<file path="config.mk">
export PLATFORM = sky130hd
export DESIGN_NAME = fuzzy_subsequence_scorer
export DESIGN_NICKNAME = d
export VERILOG_FILES = /design/src/sv/fss_pkg.sv /design/src/sv/fss_pattern_mem.sv /design/src/sv/fss_score_core.sv /design/src/sv/fuzzy_subsequence_scorer.sv
export SDC_FILE = /design/constraint.sdc
export NUM_CORES = 1
export LEC_CHECK = 0
export BUFFER_PORTS_ARGS = -buffer_cell sky130_fd_sc_hd__buf_2
export CORE_MARGIN = 2
export CORE_UTILIZATION = 51
export CTS_BUF_LIST = sky130_fd_sc_hd__clkbuf_4
export DETAILED_ROUTE_END_ITERATION = 16
export PLACE_DENSITY = 0.67
export REMOVE_ABC_BUFFERS = 1
export SYNTH_ARGS = -nofsm -noshare
export SYNTH_HDL_FRONTEND = slang
export SYNTH_HIERARCHICAL = 1
export SYNTH_SLANG_ARGS = --single-unit
</file>
<file path="constraint.sdc">
create_clock -name clk -period 6.4 [get_ports clk]
set_input_delay 0.64 -clock clk [delete_from_list [all_inputs] [get_ports clk]]
set_output_delay 0.64 -clock clk [all_outputs]
set_load 0.02 [all_outputs]
</file>
<file path="src/sv/fss_pkg.sv">
// ----------------------------------------------------------------------------
// fss_pkg
// Shared types and constants of the fuzzy subsequence scorer: item opcodes,
// field widths, separator characters, score bonuses and penalties, the pattern
// store write request and the finished string report.
// ----------------------------------------------------------------------------
package fss_pkg;

  // Default depth of the pattern store.
  localparam int PATTERN_MAX_DEFAULT = 64;

  // Fixed widths of the item and register fields.
  localparam int IDX_W   = 6;
  localparam int CHAR_W  = 8;
  localparam int LEN_W   = 7;
  localparam int SCORE_W = 16;

  // Item opcodes.
  typedef enum logic [1:0] {
    OP_LOAD = 2'd0,
    OP_TEXT = 2'd1,
    OP_LAST = 2'd2,
    OP_END  = 2'd3
  } op_t;

  // Score contributions.
  localparam logic signed [6:0] GAIN_HIT      = 7'sd1;
  localparam logic signed [6:0] GAIN_BOUNDARY = 7'sd10;
  localparam logic signed [6:0] GAIN_CONSEC   = 7'sd15;
  localparam logic signed [6:0] GAIN_FIRST    = 7'sd8;
  localparam logic signed [6:0] COST_LEAD     = -7'sd3;
  localparam logic signed [6:0] COST_MISS     = -7'sd1;
  localparam logic [1:0]        LEAD_MAX      = 2'd3;

  // Saturation bounds of the score.
  localparam logic signed [SCORE_W-1:0] SCORE_HI = 16'sh7FFF;
  localparam logic signed [SCORE_W-1:0] SCORE_LO = 16'sh8000;

  // Characters of interest.
  localparam logic [CHAR_W-1:0] CH_SPACE = 8'h20;
  localparam logic [CHAR_W-1:0] CH_UNDER = 8'h5F;
  localparam logic [CHAR_W-1:0] CH_DASH  = 8'h2D;
  localparam logic [CHAR_W-1:0] CH_SLASH = 8'h2F;
  localparam logic [CHAR_W-1:0] CH_DOT   = 8'h2E;
  localparam logic [CHAR_W-1:0] CH_HASH  = 8'h23;
  localparam logic [CHAR_W-1:0] CH_COLON = 8'h3A;
  localparam logic [CHAR_W-1:0] CH_UP_A  = 8'h41;
  localparam logic [CHAR_W-1:0] CH_UP_Z  = 8'h5A;
  localparam logic [CHAR_W-1:0] CH_LO_A  = 8'h61;
  localparam logic [CHAR_W-1:0] CH_LO_Z  = 8'h7A;
  localparam logic [CHAR_W-1:0] CASE_OFS = 8'h20;

  // Write request into the pattern store.
  typedef struct packed {
    logic              en;
    logic [IDX_W-1:0]  index;
    logic [CHAR_W-1:0] data;
  } pat_wr_t;

  // One finished string report.
  typedef struct packed {
    logic                      valid;
    logic                      matched;
    logic signed [SCORE_W-1:0] score;
  } fss_result_t;

  function automatic logic is_upper(input logic [CHAR_W-1:0] c);
    return (c >= CH_UP_A) && (c <= CH_UP_Z);
  endfunction

  function automatic logic is_lower(input logic [CHAR_W-1:0] c);
    return (c >= CH_LO_A) && (c <= CH_LO_Z);
  endfunction

  // ASCII-only case folding to lower case.
  function automatic logic [CHAR_W-1:0] fold(input logic [CHAR_W-1:0] c);
    return is_upper(c) ? c + CASE_OFS : c;
  endfunction

  function automatic logic is_separator(input logic [CHAR_W-1:0] c);
    return (c == CH_SPACE) || (c == CH_UNDER) || (c == CH_DASH) ||
           (c == CH_SLASH) || (c == CH_DOT) || (c == CH_HASH) ||
           (c == CH_COLON);
  endfunction

endpackage

</file>
<file path="src/sv/fss_pattern_mem.sv">
// ----------------------------------------------------------------------------
// fss_pattern_mem
// Pattern store: one write port and one read port with registered read data.
// A write to the address being read is forwarded to the read data.
// ----------------------------------------------------------------------------
module fss_pattern_mem #(
  parameter int PatternMax = fss_pkg::PATTERN_MAX_DEFAULT,
  parameter int AddrW      = (PatternMax > 1) ? $clog2(PatternMax) : 1
) (
  input  logic                       clk,
  input  fss_pkg::pat_wr_t           wr,
  input  logic [AddrW-1:0]           rd_addr,
  output logic [fss_pkg::CHAR_W-1:0] rd_data
);
  import fss_pkg::*;

  localparam int IdxExtW = (AddrW > IDX_W) ? AddrW : IDX_W;

  logic [CHAR_W-1:0]  mem [PatternMax];
  logic [IdxExtW-1:0] idx_ext;
  logic [AddrW-1:0]   wr_addr;

  // The write enable is only set for slots inside the store.
  assign idx_ext = IdxExtW'(wr.index);
  assign wr_addr = idx_ext[AddrW-1:0];

  // Storage write.
  always_ff @(posedge clk) begin
    if (wr.en) begin
      mem[wr_addr] <= wr.data;
    end
  end

  // Registered read with write-first forwarding.
  always_ff @(posedge clk) begin
    if (wr.en && (wr_addr == rd_addr)) begin
      rd_data <= wr.data;
    end else begin
      rd_data <= mem[rd_addr];
    end
  end

endmodule

</file>
<file path="src/sv/fss_score_core.sv">
// ----------------------------------------------------------------------------
// fss_score_core
// Per-string matching state and scoring. One request is processed in each cycle with fire set:
// the current pattern byte is held in a register, and the memory read port
// prefetches the byte after it so that a hit can advance in the next cycle.
// ----------------------------------------------------------------------------
module fss_score_core #(
  parameter int PatternMax = fss_pkg::PATTERN_MAX_DEFAULT,
  parameter int AddrW      = (PatternMax > 1) ? $clog2(PatternMax) : 1
) (
  input  logic                       clk,
  input  logic                       rst,
  input  logic                       fire,
  input  fss_pkg::op_t               op,
  input  logic [fss_pkg::IDX_W-1:0]  pattern_index,
  input  logic [fss_pkg::CHAR_W-1:0] char_byte,
  input  logic [fss_pkg::LEN_W-1:0]  pat_len,
  input  logic [fss_pkg::CHAR_W-1:0] mem_rdata,
  output fss_pkg::pat_wr_t           wr,
  output logic [AddrW-1:0]           rd_addr,
  output fss_pkg::fss_result_t       res
);
  import fss_pkg::*;

  localparam int PosW    = $clog2(PatternMax + 1);
  localparam int IdxExtW = (AddrW > IDX_W) ? AddrW : IDX_W;
  localparam int CmpW    = (IdxExtW > PosW) ? IdxExtW : PosW;

  // State registers.
  logic [PosW-1:0]           pos, pos_next;
  logic signed [SCORE_W-1:0] run_score, run_score_next;
  logic [1:0]                lead_count, lead_count_next;
  logic                      prev_hit, prev_hit_next;
  logic                      prev_separator, prev_separator_next;
  logic                      started, started_next;
  logic                      prev_lower, prev_lower_next;
  logic                      at_start, at_start_next;
  logic [CHAR_W-1:0]         cur_char, cur_char_next;
  logic [CHAR_W-1:0]         slot0, slot0_next;
  fss_result_t               res_next;

  // Combinational helpers.
  logic [PosW-1:0]           eff_len;
  logic                      take, finish, load_ok;
  logic                      camel, boundary, hit;
  logic signed [6:0]         delta;
  logic signed [SCORE_W:0]   sum;
  logic signed [SCORE_W-1:0] sat_score;

  // Length in use, clamped to the store depth.
  assign eff_len = (int'(pat_len) > PatternMax) ? PosW'(PatternMax) : PosW'(pat_len);

  assign take    = fire && ((op == OP_TEXT) || (op == OP_LAST));
  assign finish  = fire && ((op == OP_LAST) || (op == OP_END));
  assign load_ok = fire && (op == OP_LOAD) && (int'(pattern_index) < PatternMax);

  // Pattern store write request.
  assign wr.en    = load_ok;
  assign wr.index = pattern_index;
  assign wr.data  = char_byte;

  // Hit test and bonus conditions for the incoming text byte.
  assign camel    = prev_lower && is_upper(char_byte);
  assign boundary = prev_separator || camel;
  assign hit      = (pos < eff_len) && (fold(char_byte) == fold(cur_char));

  // Score change for this byte.
  always_comb begin
    delta = 7'sd0;
    if (hit) begin
      delta = GAIN_HIT;
      if (boundary) delta = delta + GAIN_BOUNDARY;
      if (prev_hit) delta = delta + GAIN_CONSEC;
      if (at_start) delta = delta + GAIN_FIRST;
    end else if (!started && (lead_count < LEAD_MAX)) begin
      delta = COST_LEAD;
    end else if (started) begin
      delta = COST_MISS;
    end
  end

  // Saturating accumulate.
  assign sum = (SCORE_W + 1)'(run_score) + (SCORE_W + 1)'(delta);
  always_comb begin
    if (sum > (SCORE_W + 1)'(SCORE_HI)) begin
      sat_score = SCORE_HI;
    end else if (sum < (SCORE_W + 1)'(SCORE_LO)) begin
      sat_score = SCORE_LO;
    end else begin
      sat_score = sum[SCORE_W-1:0];
    end
  end

  // Next-state logic.
  always_comb begin
    pos_next            = pos;
    run_score_next      = run_score;
    lead_count_next     = lead_count;
    prev_hit_next       = prev_hit;
    prev_separator_next = prev_separator;
    started_next        = started;
    prev_lower_next     = prev_lower;
    at_start_next       = at_start;
    cur_char_next       = cur_char;
    slot0_next          = slot0;
    res_next            = '0;

    // Text byte: advance the match state.
    if (take) begin
      run_score_next = sat_score;
      if (hit) begin
        pos_next      = pos + PosW'(1);
        cur_char_next = mem_rdata;
        prev_hit_next = 1'b1;
        started_next  = 1'b1;
      end else begin
        prev_hit_next = 1'b0;
        if (!started && (lead_count < LEAD_MAX)) begin
          lead_count_next = lead_count + 2'd1;
        end
      end
      prev_separator_next = is_separator(char_byte);
      prev_lower_next     = is_lower(char_byte);
      at_start_next       = 1'b0;
    end

    // End of string: report, then return to the fresh-string state.
    if (finish) begin
      res_next.valid = 1'b1;
      if (eff_len == '0) begin
        res_next.matched = 1'b1;
        res_next.score   = '0;
      end else begin
        res_next.matched = (pos_next >= eff_len);
        res_next.score   = (pos_next >= eff_len) ? run_score_next : '0;
      end
      pos_next            = '0;
      run_score_next      = '0;
      lead_count_next     = '0;
      prev_hit_next       = 1'b0;
      prev_separator_next = 1'b1;
      started_next        = 1'b0;
      prev_lower_next     = 1'b0;
      at_start_next       = 1'b1;
      cur_char_next       = slot0;
    end

    // Pattern load: keep the held copies coherent with the store.
    if (load_ok) begin
      if (CmpW'(pattern_index) == CmpW'(pos)) begin
        cur_char_next = char_byte;
      end
      if (pattern_index == '0) begin
        slot0_next = char_byte;
      end
    end
  end

  // The report goes straight to the output register of the top level.
  assign res = res_next;

  // Prefetch the byte that follows the next match position.
  assign rd_addr = AddrW'(pos_next + PosW'(1));

  // Control state.
  always_ff @(posedge clk) begin
    if (rst) begin
      pos            <= '0;
      run_score      <= '0;
      lead_count     <= '0;
      prev_hit       <= 1'b0;
      prev_separator <= 1'b1;
      started        <= 1'b0;
      prev_lower     <= 1'b0;
      at_start       <= 1'b1;
    end else begin
      pos            <= pos_next;
      run_score      <= run_score_next;
      lead_count     <= lead_count_next;
      prev_hit       <= prev_hit_next;
      prev_separator <= prev_separator_next;
      started        <= started_next;
      prev_lower     <= prev_lower_next;
      at_start       <= at_start_next;
    end
  end

  // Held pattern bytes.
  always_ff @(posedge clk) begin
    cur_char <= cur_char_next;
    slot0    <= slot0_next;
  end

endmodule

</file>
<file path="src/sv/fuzzy_subsequence_scorer.sv">
// ----------------------------------------------------------------------------
// fuzzy_subsequence_scorer
// Greedy, case-insensitive fuzzy subsequence match of a byte stream against
// a stored pattern, with a saturated score reported at the end of each string.
//
//   channel  direction  handshake             payload
//   in       input      in_valid / in_ready   op, pattern_index, char_byte
//   out      output     out_valid / out_ready matched, score
//   cfg      input      cfg_valid / cfg_ready pattern_length
//
// A request is registered at the input and scored from the input register; its
// report, if any, is then registered in the output register. One request per
// cycle is sustained, set by the single scoring stage, unless a closing
// request waits. Reset clears the per-string state and the length register; the
// pattern store holds no reset value. A closing request waits in the input
// register while an untaken report fills the output register, and holds back
// the requests behind it; loads and text bytes never wait there.
// ----------------------------------------------------------------------------
module fuzzy_subsequence_scorer #(
  parameter int PATTERN_MAX = fss_pkg::PATTERN_MAX_DEFAULT
) (
  input  logic                               clk,
  input  logic                               rst,
  input  logic                               in_valid,
  output logic                               in_ready,
  input  logic [1:0]                         op,
  input  logic [fss_pkg::IDX_W-1:0]          pattern_index,
  input  logic [fss_pkg::CHAR_W-1:0]         char_byte,
  output logic                               out_valid,
  input  logic                               out_ready,
  output logic                               matched,
  output logic signed [fss_pkg::SCORE_W-1:0] score,
  input  logic                               cfg_valid,
  output logic                               cfg_ready,
  input  logic [fss_pkg::LEN_W-1:0]          pattern_length
);
  import fss_pkg::*;

  localparam int AddrW = (PATTERN_MAX > 1) ? $clog2(PATTERN_MAX) : 1;

  // Input stage.
  logic              s1_valid;
  op_t               s1_op;
  logic [IDX_W-1:0]  s1_index;
  logic [CHAR_W-1:0] s1_char;
  logic              s1_adv;

  logic [LEN_W-1:0]  pat_len;
  pat_wr_t           wr;
  logic [AddrW-1:0]  rd_addr;
  logic [CHAR_W-1:0] rd_data;
  fss_result_t       res;

  // A closing request needs room in the output register.
  assign s1_adv   = s1_valid &&
                    ((s1_op == OP_LOAD) || (s1_op == OP_TEXT) || !out_valid || out_ready);
  assign in_ready = !s1_valid || s1_adv;
  assign cfg_ready = 1'b1;

  always_ff @(posedge clk) begin
    if (rst) begin
      s1_valid <= 1'b0;
    end else if (in_ready) begin
      s1_valid <= in_valid;
    end
  end

  always_ff @(posedge clk) begin
    if (in_valid && in_ready) begin
      s1_op    <= op_t'(op);
      s1_index <= pattern_index;
      s1_char  <= char_byte;
    end
  end

  // Length register.
  always_ff @(posedge clk) begin
    if (rst) begin
      pat_len <= '0;
    end else if (cfg_valid) begin
      pat_len <= pattern_length;
    end
  end

  fss_pattern_mem #(
    .PatternMax (PATTERN_MAX),
    .AddrW      (AddrW)
  ) u_mem (
    .clk     (clk),
    .wr      (wr),
    .rd_addr (rd_addr),
    .rd_data (rd_data)
  );

  fss_score_core #(
    .PatternMax (PATTERN_MAX),
    .AddrW      (AddrW)
  ) u_core (
    .clk           (clk),
    .rst           (rst),
    .fire          (s1_adv),
    .op            (s1_op),
    .pattern_index (s1_index),
    .char_byte     (s1_char),
    .pat_len       (pat_len),
    .mem_rdata     (rd_data),
    .wr            (wr),
    .rd_addr       (rd_addr),
    .res           (res)
  );

  // Output register.
  always_ff @(posedge clk) begin
    if (rst) begin
      out_valid <= 1'b0;
    end else if (res.valid) begin
      out_valid <= 1'b1;
    end else if (out_ready) begin
      out_valid <= 1'b0;
    end
  end

  always_ff @(posedge clk) begin
    if (res.valid) begin
      matched <= res.matched;
      score   <= res.score;
    end
  end

endmodule
</file>
======== After elaboration in Yosys (flattened, before gate mapping) ========
Memories as Yosys holds them, arrays and structs flattened. A register that Yosys moved wholly into a read port is not among the register bits.
Index checks and enable logic that the tools add are counted.
word-level totals
  flip-flop bits (word level) ............. 88
  RAM bits ................................ 512
  output and inout bits ................... 20
  word-level logic and storage cells ...... 120
  memories kept ........................... 1
operators by class
  add/sub/neg operators ................... 8
  $lt $le $gt $ge ......................... 12
  equality and inequality tests ........... 12
  mux-type cells .......................... 30
  bitwise operators ....................... 3
  reduce and logical (&&, ||, !) cells .... 36
memory list
  memory     words  width  rd ports  clocked after Yosys merged registers in  wr ports  RTL line               text
  u_mem.mem  64     8      1         1                                        1         fss_pattern_mem.sv:19  logic [CHAR_W-1:0] mem [PatternMax];
operators by type and width
  cell                                                               count
  2-to-1 mux 7 bit                                                   11
  2-to-1 mux 16 bit                                                  4
  2-to-1 mux 8 bit                                                   7
  == test 8 x 6 -> 1 bit, second input constant                      6
  greater-or-equal comparator 8 x 7 -> 1 bit, second input constant  3
  <= comparator 8 x 7 -> 1 bit, second input constant                3
  2-to-1 mux 18 bit                                                  1
  adder 16 x 7 -> 17 bit                                             1
  > comparator 17 x 16 -> 1 bit, second input constant               1
  less-than comparator 17 x 16 -> 1 bit, second input constant       1
  2-to-1 mux 17 bit                                                  1
  adder 8 x 6 -> 8 bit, second input constant                        2
  adder 7 x 5 -> 7 bit, second input constant                        2
  logical OR 1 bit                                                   13
  logical AND 1 bit                                                  11
  == test 8 x 7 -> 1 bit, second input constant                      1
  == test 8 bit                                                      1
  adder 7 x 1 -> 7 bit, second input constant                        1
  == test 6 x 7 -> 1 bit                                             1
  greater-or-equal comparator 7 bit                                  1
  > comparator 7 bit, second input constant                          1
  logical NOT 7 bit                                                  1
  less-than comparator 7 bit                                         1
  adder 6 x 1 -> 6 bit, second input constant                        1
  15 further kinds                                                   25

======== Depth between registers and ports, before layout ========
  depth after elaboration ................. 21
  mapped depth ............................ 24
  depth with buffers taken out ............ 23

======== By module ========
The synthesis kept the hierarchy.
by module, submodules not included
  module                    instances  cells each  area an instance (um^2)  seq. area each (um^2)
  fss_pattern_mem           1          938         20126.8                  15494.9
  fss_score_core            1          502         4076.4                   1001.0
  fuzzy_subsequence_scorer  1          67          1362.6                   1171.1

======== Least setup slack after synthesis ========
No wires, ideal clock.
  kind .................................... register -> register
  start point ............................. reg s1_char[1]
  end point ............................... reg score[8] in the netlist's numbering, data pin
  setup time .............................. 0.266 ns
  arrival ................................. 4.285 ns
  data required time ...................... 6.134 ns
  slack ................................... 1.849 ns
  stages on the path, launching flop included .. 20
  cells stage by stage .................... edfxtp_1 > buf_2 > nor4_2 > a21o_1 > or2_1 > a211o_1 > o22ai_4 > nand2_1 > o21ai_0 > inv_1 > ha_1 > a21o_1 > a2111oi_0 > o41ai_1 > o221ai_1 > xor2_1 > clkbuf_1 > o31ai_1 > a31oi_1 > nor2_1
on the way
  longest elaborated chain between the ends .. 17
  elaborated cells on any way between the ends .. 28
ends and longest elaborated chain
  element                                                                                     RTL line                         text
  from (decl)                                                                                 fuzzy_subsequence_scorer.sv:45   logic [CHAR_W-1:0] s1_char;
  from (signal assigned)                                                                      fuzzy_subsequence_scorer.sv:72   s1_char <= char_byte;
  greater-or-equal comparator 8 x 7 -> 1 bit or <= comparator 8 x 7 -> 1 bit (tied branches)  fss_pkg.sv:68                    return (c >= CH_UP_A) && (c <= CH_UP_Z);
  logical AND 1 bit                                                                           fss_pkg.sv:68
  logical AND 1 bit                                                                           fss_score_core.sv:63             assign camel = prev_lower && is_upper(char_byte);
  logical OR 1 bit                                                                            fss_score_core.sv:64             assign boundary = prev_separator || camel;
  2-to-1 mux 4 bit                                                                            fss_score_core.sv:72             if (boundary) delta = delta + GAIN_BOUNDARY;
  2-to-1 mux 7 bit                                                                            fss_score_core.sv:70             if (hit) begin
  adder 7 x 5 -> 7 bit                                                                        fss_score_core.sv:73             if (prev_hit) delta = delta + GAIN_CONSEC;
  2-to-1 mux 7 bit                                                                            fss_score_core.sv:73
  2-to-1 mux 7 bit                                                                            fss_score_core.sv:70
  adder 7 x 5 -> 7 bit                                                                        fss_score_core.sv:74             if (at_start) delta = delta + GAIN_FIRST;
  2-to-1 mux 7 bit                                                                            fss_score_core.sv:74
  2-to-1 mux 7 bit                                                                            fss_score_core.sv:70
  adder 16 x 7 -> 17 bit                                                                      fss_score_core.sv:83             assign sum = (SCORE_W + 1)'(run_score) + (SCORE_W + 1)'(delta);
  less-than comparator 17 x 16 -> 1 bit                                                       fss_score_core.sv:87             end else if (sum < (SCORE_W + 1)'(SCORE_LO)) begin
  2-to-1 mux 16 bit                                                                           fss_score_core.sv:87
  2-to-1 mux 16 bit                                                                           fss_score_core.sv:85             if (sum > (SCORE_W + 1)'(SCORE_HI)) begin
  2-to-1 mux 16 bit                                                                           fss_score_core.sv:109            if (take) begin
  to (signal assigned)                                                                        fuzzy_subsequence_scorer.sv:126  score <= res.score;
  to (decl)                                                                                   fuzzy_subsequence_scorer.sv:32   output logic signed [fss_pkg::SCORE_W-1:0] score,
Parallel ways exist; a longest one is shown, timed or not. The select of a mux whose other input is x is not followed.
A chain may end at the register's enable or synchronous reset.

======== Worst setup path in the final report ========
  start point ............................. reg s1_char[4]
  end point ............................... reg score[14] in the netlist's numbering, data pin
The elaborated chain is that of the path after synthesis.

==> flow_summary_export.csv <==
group,metric,value,unit
floorplan,ios,48,
worst_hold_path,worstHoldEndpoint,"out_valid$_SDFFE_PP0P_",
drt,vias,14700,
run,max_cap_viols,0,
layout,design_area,0.0287,sq mm
synthesis,synth.yosys.warnings,6,
power_and_ir_drop,p_total,8.67,mW
sta,fmax,0.179,GHz
cts,cts_max_level,4,
cts,ctsRootBufferMaster,"clkbuf_4",
sta,finalSetupViolCount,0,
grt,antenna_found_initial,3,
worst_hold_path,hold_path_startpoint,"rst",
floorplan,die_area,0.0519,sq mm
cts,cts_tree,"yes",
sta,rsz0062_at_grt,"false",
sta,setup_ws,0.810,ns
worst_setup_path,ff2ff_setup_slack,0.81,ns
worst_setup_path,worst_setup_sp_type,"flop",
outcome,run_status,"completed",
sta,min_period,5.59,ns
sta,slew_headroom,10.7,%
layout,finalNonFillerCells,2461,
synthesis,yosys_register_bits,606,
floorplan,num_rows,82,
cts,cts-root-to-sink-buffers,3,
drt,drt-total-wl,58.3,mm
drt,via_per_inst,5.98,
worst_setup_path,critical_path_class,"reg -> reg",
floorplan,floorplan.initialDensity,51.3,%
floorplan,core_area,0.0499,sq mm
cts,path_clk_slew,0.07,ns
sta,report.final.slew_viol_count,0,
place,gpl.final_weighted_congestion,0.858,
power_and_ir_drop,p_per_area,302,mW/mm^2
worst_setup_path,crit-reg2reg-capture,"score[14]$_DFFE_PP_",
drt,first_iter_violations,1386,
grt,first_global_vias,14800,
floorplan,die_y,228,um
worst_setup_path,crit_path_start,"s1_char[4]$_DFFE_PP_",
sta,worst-slew-pin-transition,1.31,ns
worst_setup_path,data_arrival_time_at_the_worst_slack_endpoint,6.30,ns
worst_setup_path,worst-endpoint-required,7.11,ns
worst_setup_path,timing.critical_path.to_type,"flop",
synthesis,synthDistinctLibCells,84,
drt,drt-wirelength-per-cell,23.7,um
synthesis,synthesis.area,0.0256,sq mm
sta,hold_viol,0,
place,buffer_ports.inserted,46,
place,dpl.cell_count,2166,
sta,timing.final.crit_share,87.3,%
place,place_worst_setup_slack,0.867,ns
layout,final_nets,1746,
worst_hold_path,hold_path.class,"in -> reg",
place,placement.cell_area,0.0264,sq mm
drt,drt_pre_antenna_iters,5,
power_and_ir_drop,worst_ir_drop_on_vdd,203,uV
synthesis,synth-main-ff-cell,"edfxtp_1",
cts,postCtsResizedCells,0,
synthesis,syn_avg_cell_area,17.0,sq um
sta,clock_skew,0.0439,ns
drt,post-route-drc-count,0,
cts,numClockSinks,606,
synthesis,number_of_flops_mapped_to_enable_cells_by_yosys,553,
grt,grt_max_degree,72,
synthesis,synthesized_netlist_cell_count,1507,
worst_setup_path,length_in_cells_of_the_worst_reg_to_reg_path,19,
cts,cts_inserted_buffers,151,
synthesis,postSynth.asyncResetShare,0,%
worst_setup_path,critPathMaxFanout,31,
synthesis,synth_sequential_area_ratio,69.1,%
grt,total_congestion_overflow,0,
worst_hold_path,worst_hold_path.num_cells,2,
grt,grt_util_all_layers,23.1,%
layout,layout-area-overhead-vs-synth,12.2,%
cts,clock_insertion_delay_worst_skew,0.96,ns
floorplan,die_w,228,um
power_and_ir_drop,p_leak,9.86,nW
grt,first_pass_grt_wire_length,88.4,mm
worst_setup_path,reg2reg_from,"s1_char[4]$_DFFE_PP_",
layout,post_route_cells_drive_above_1_share,26.8,%
place,hpwlAfterDp,35.5,mm
drt,antenna_left,0,
## synthesized netlist by cell type (5+ instances only)
| library cell | count | area (sq um) |
|---|---|---|
| edfxtp_1 | 553 | 16600 |
| a21o_1 | 29 | 218 |
| mux2i_1 | 44 | 440 |
| o21ai_1 | 5 | 25.0 |
| a22oi_1 | 9 | 67.6 |
| nand3_1 | 21 | 105 |
| inv_1 | 31 | 116 |
| xor2_1 | 15 | 131 |
| nor4_1 | 5 | 31.3 |
| a31oi_1 | 5 | 31.3 |
| mux4_2 | 126 | 2840 |
| nor2b_1 | 19 | 119 |
| buf_1 | 5 | 18.8 |
| nor2_1 | 142 | 533 |
| xnor2_1 | 15 | 131 |
| and2_1 | 6 | 37.5 |
| buf_6 | 5 | 56.3 |
| nor3_1 | 18 | 90.1 |
| buf_2 | 18 | 90.1 |
| nand2b_1 | 12 | 75.1 |
| a211oi_1 | 16 | 120 |
| o21ai_0 | 19 | 95.1 |
| nand2_1 | 50 | 188 |
| o22ai_1 | 23 | 144 |
| buf_4 | 30 | 225 |
| o221ai_1 | 9 | 78.8 |
| mux2_2 | 13 | 146 |
| ha_1 | 38 | 475 |
| dfxtp_1 | 53 | 1060 |
| a21oi_1 | 36 | 180 |
| a221oi_1 | 6 | 52.6 |
| nand4_1 | 10 | 62.6 |
| clkbuf_1 | 32 | 120 |
## sequential cells by signal, summed over array words and instances (netlist names), 7 cells and up, named ones only
register          cells
u_mem/mem           512
score                16
u_core/run_score     16
s1_char               8
u_core/cur_char       8
u_core/slot0          8
pat_len               7
u_core/pos            7
## power by group
group          total (mW)  switching, mW  leakage (nW)  internal [mW]
Sequential           4.42         0.0595          5.43           4.36
Combinational       0.927          0.570          3.26          0.357
Clock                3.32           1.48          1.18           1.84
Total                8.67           2.11          9.86           6.56
## stage by stage
stage	hold WS [ns]	utilization (%)	setup TNS, ns
2_1_floorplan	0.438	-	-6.18
5_1_grt	0.0768	57.5	0
3_5_place_dp	0.469	52.9	0
3_3_place_gp	0.456	52.9	0
6_report	0.134	57.5	0
4_1_cts	0.0117	57.5	0
## how the worst max path moves through the flow
stage                                       to  slack (ns)  cells after the start
finish                     score[14]$_DFFE_PP_        0.81                     19
global route               score[14]$_DFFE_PP_        0.24                     19
CTS                        score[14]$_DFFE_PP_        0.89                     19
detailed placement         score[14]$_DFFE_PP_        0.87                     19
global placement           score[14]$_DFFE_PP_         1.0                     19
floorplan           u_core/cur_char[4]$_DFF_P_       -0.85                      8
## final cells by class
cell class / count / area, sq um
diodes: 3 / 7.51
inverters: 32 / 120
well taps: 672 / 841
multi-input cells: 777 / 7230
clock buffers: 225 / 1690
flip-flops and latches: 606 / 17700
clock inverters: 35 / 293
fillers: 3905 / 21200
repair buffers: 111 / 811
## metal layers
metal | vias up | share of wire (%) | track usage (%)
met3 | 122 | 9.0 | 7.16
met4 | 0 | 2.8 | 8.82
met5 | - | 0 | 0
met2 | 648 | 47 | 35.3
met1 | 7500 | 41 | 31.2
li1 | 6457 | - | -
## cell usage in the layout, fill, tap and decap left out, types with 29 or more instances in the layout
cell,synthesis,layout
buf_4,30,32
nor2_1,142,142
dlygate4sd3_1,0,32
dfxtp_1,53,49
a21oi_1,36,36
mux2i_1,44,44
buf_2,18,46
clkbuf_4,0,225
ha_1,38,38
inv_1,31,31
mux4_2,126,126
a21o_1,29,29
nand2_1,50,50
edfxtp_1,553,553
## worst max-delay path, stage by stage, from the launching register on
cell and delay [ns]:
edfxtp_1 0.44, buf_4 0.26, nand2_1 0.14, o21ai_1 0.12, o31ai_1 0.32, xor2_1 0.32
nor2_1 0.11, nand2_1 0.17, o21ai_0 0.20, inv_1 0.36, ha_1 0.37, a21o_1 0.18
a21o_1 0.17, a21o_1 0.17, a21oi_1 0.31, a21oi_1 0.11, o22ai_1 0.78, nor2_1 0.37
a211oi_1 0.37, nor3_1 0.08
## cell families after synthesis
kind of cell / count (synthesis) / synth area share, %
flip-flops: 606 / 69.1
AND/OR/NAND/NOR: 311 / 5.86
AO/OA/AOI/OAI: 212 / 5.95
multiplexers: 183 / 13.4
buffers and inverters: 124 / 2.62
adder cells (fa/ha/maj): 39 / 1.94
XOR/XNOR: 31 / 1.12
other: 1 / 0.0147
## what timing repair did
action | in CTS | in global routing
buffers inserted | 0 | 0
setup endpoints to repair | 0 | 0
endpoints found under the hold margin | 24 | 0
hold buffers | 32 | 0
Power figures use the tool's default switching activity.
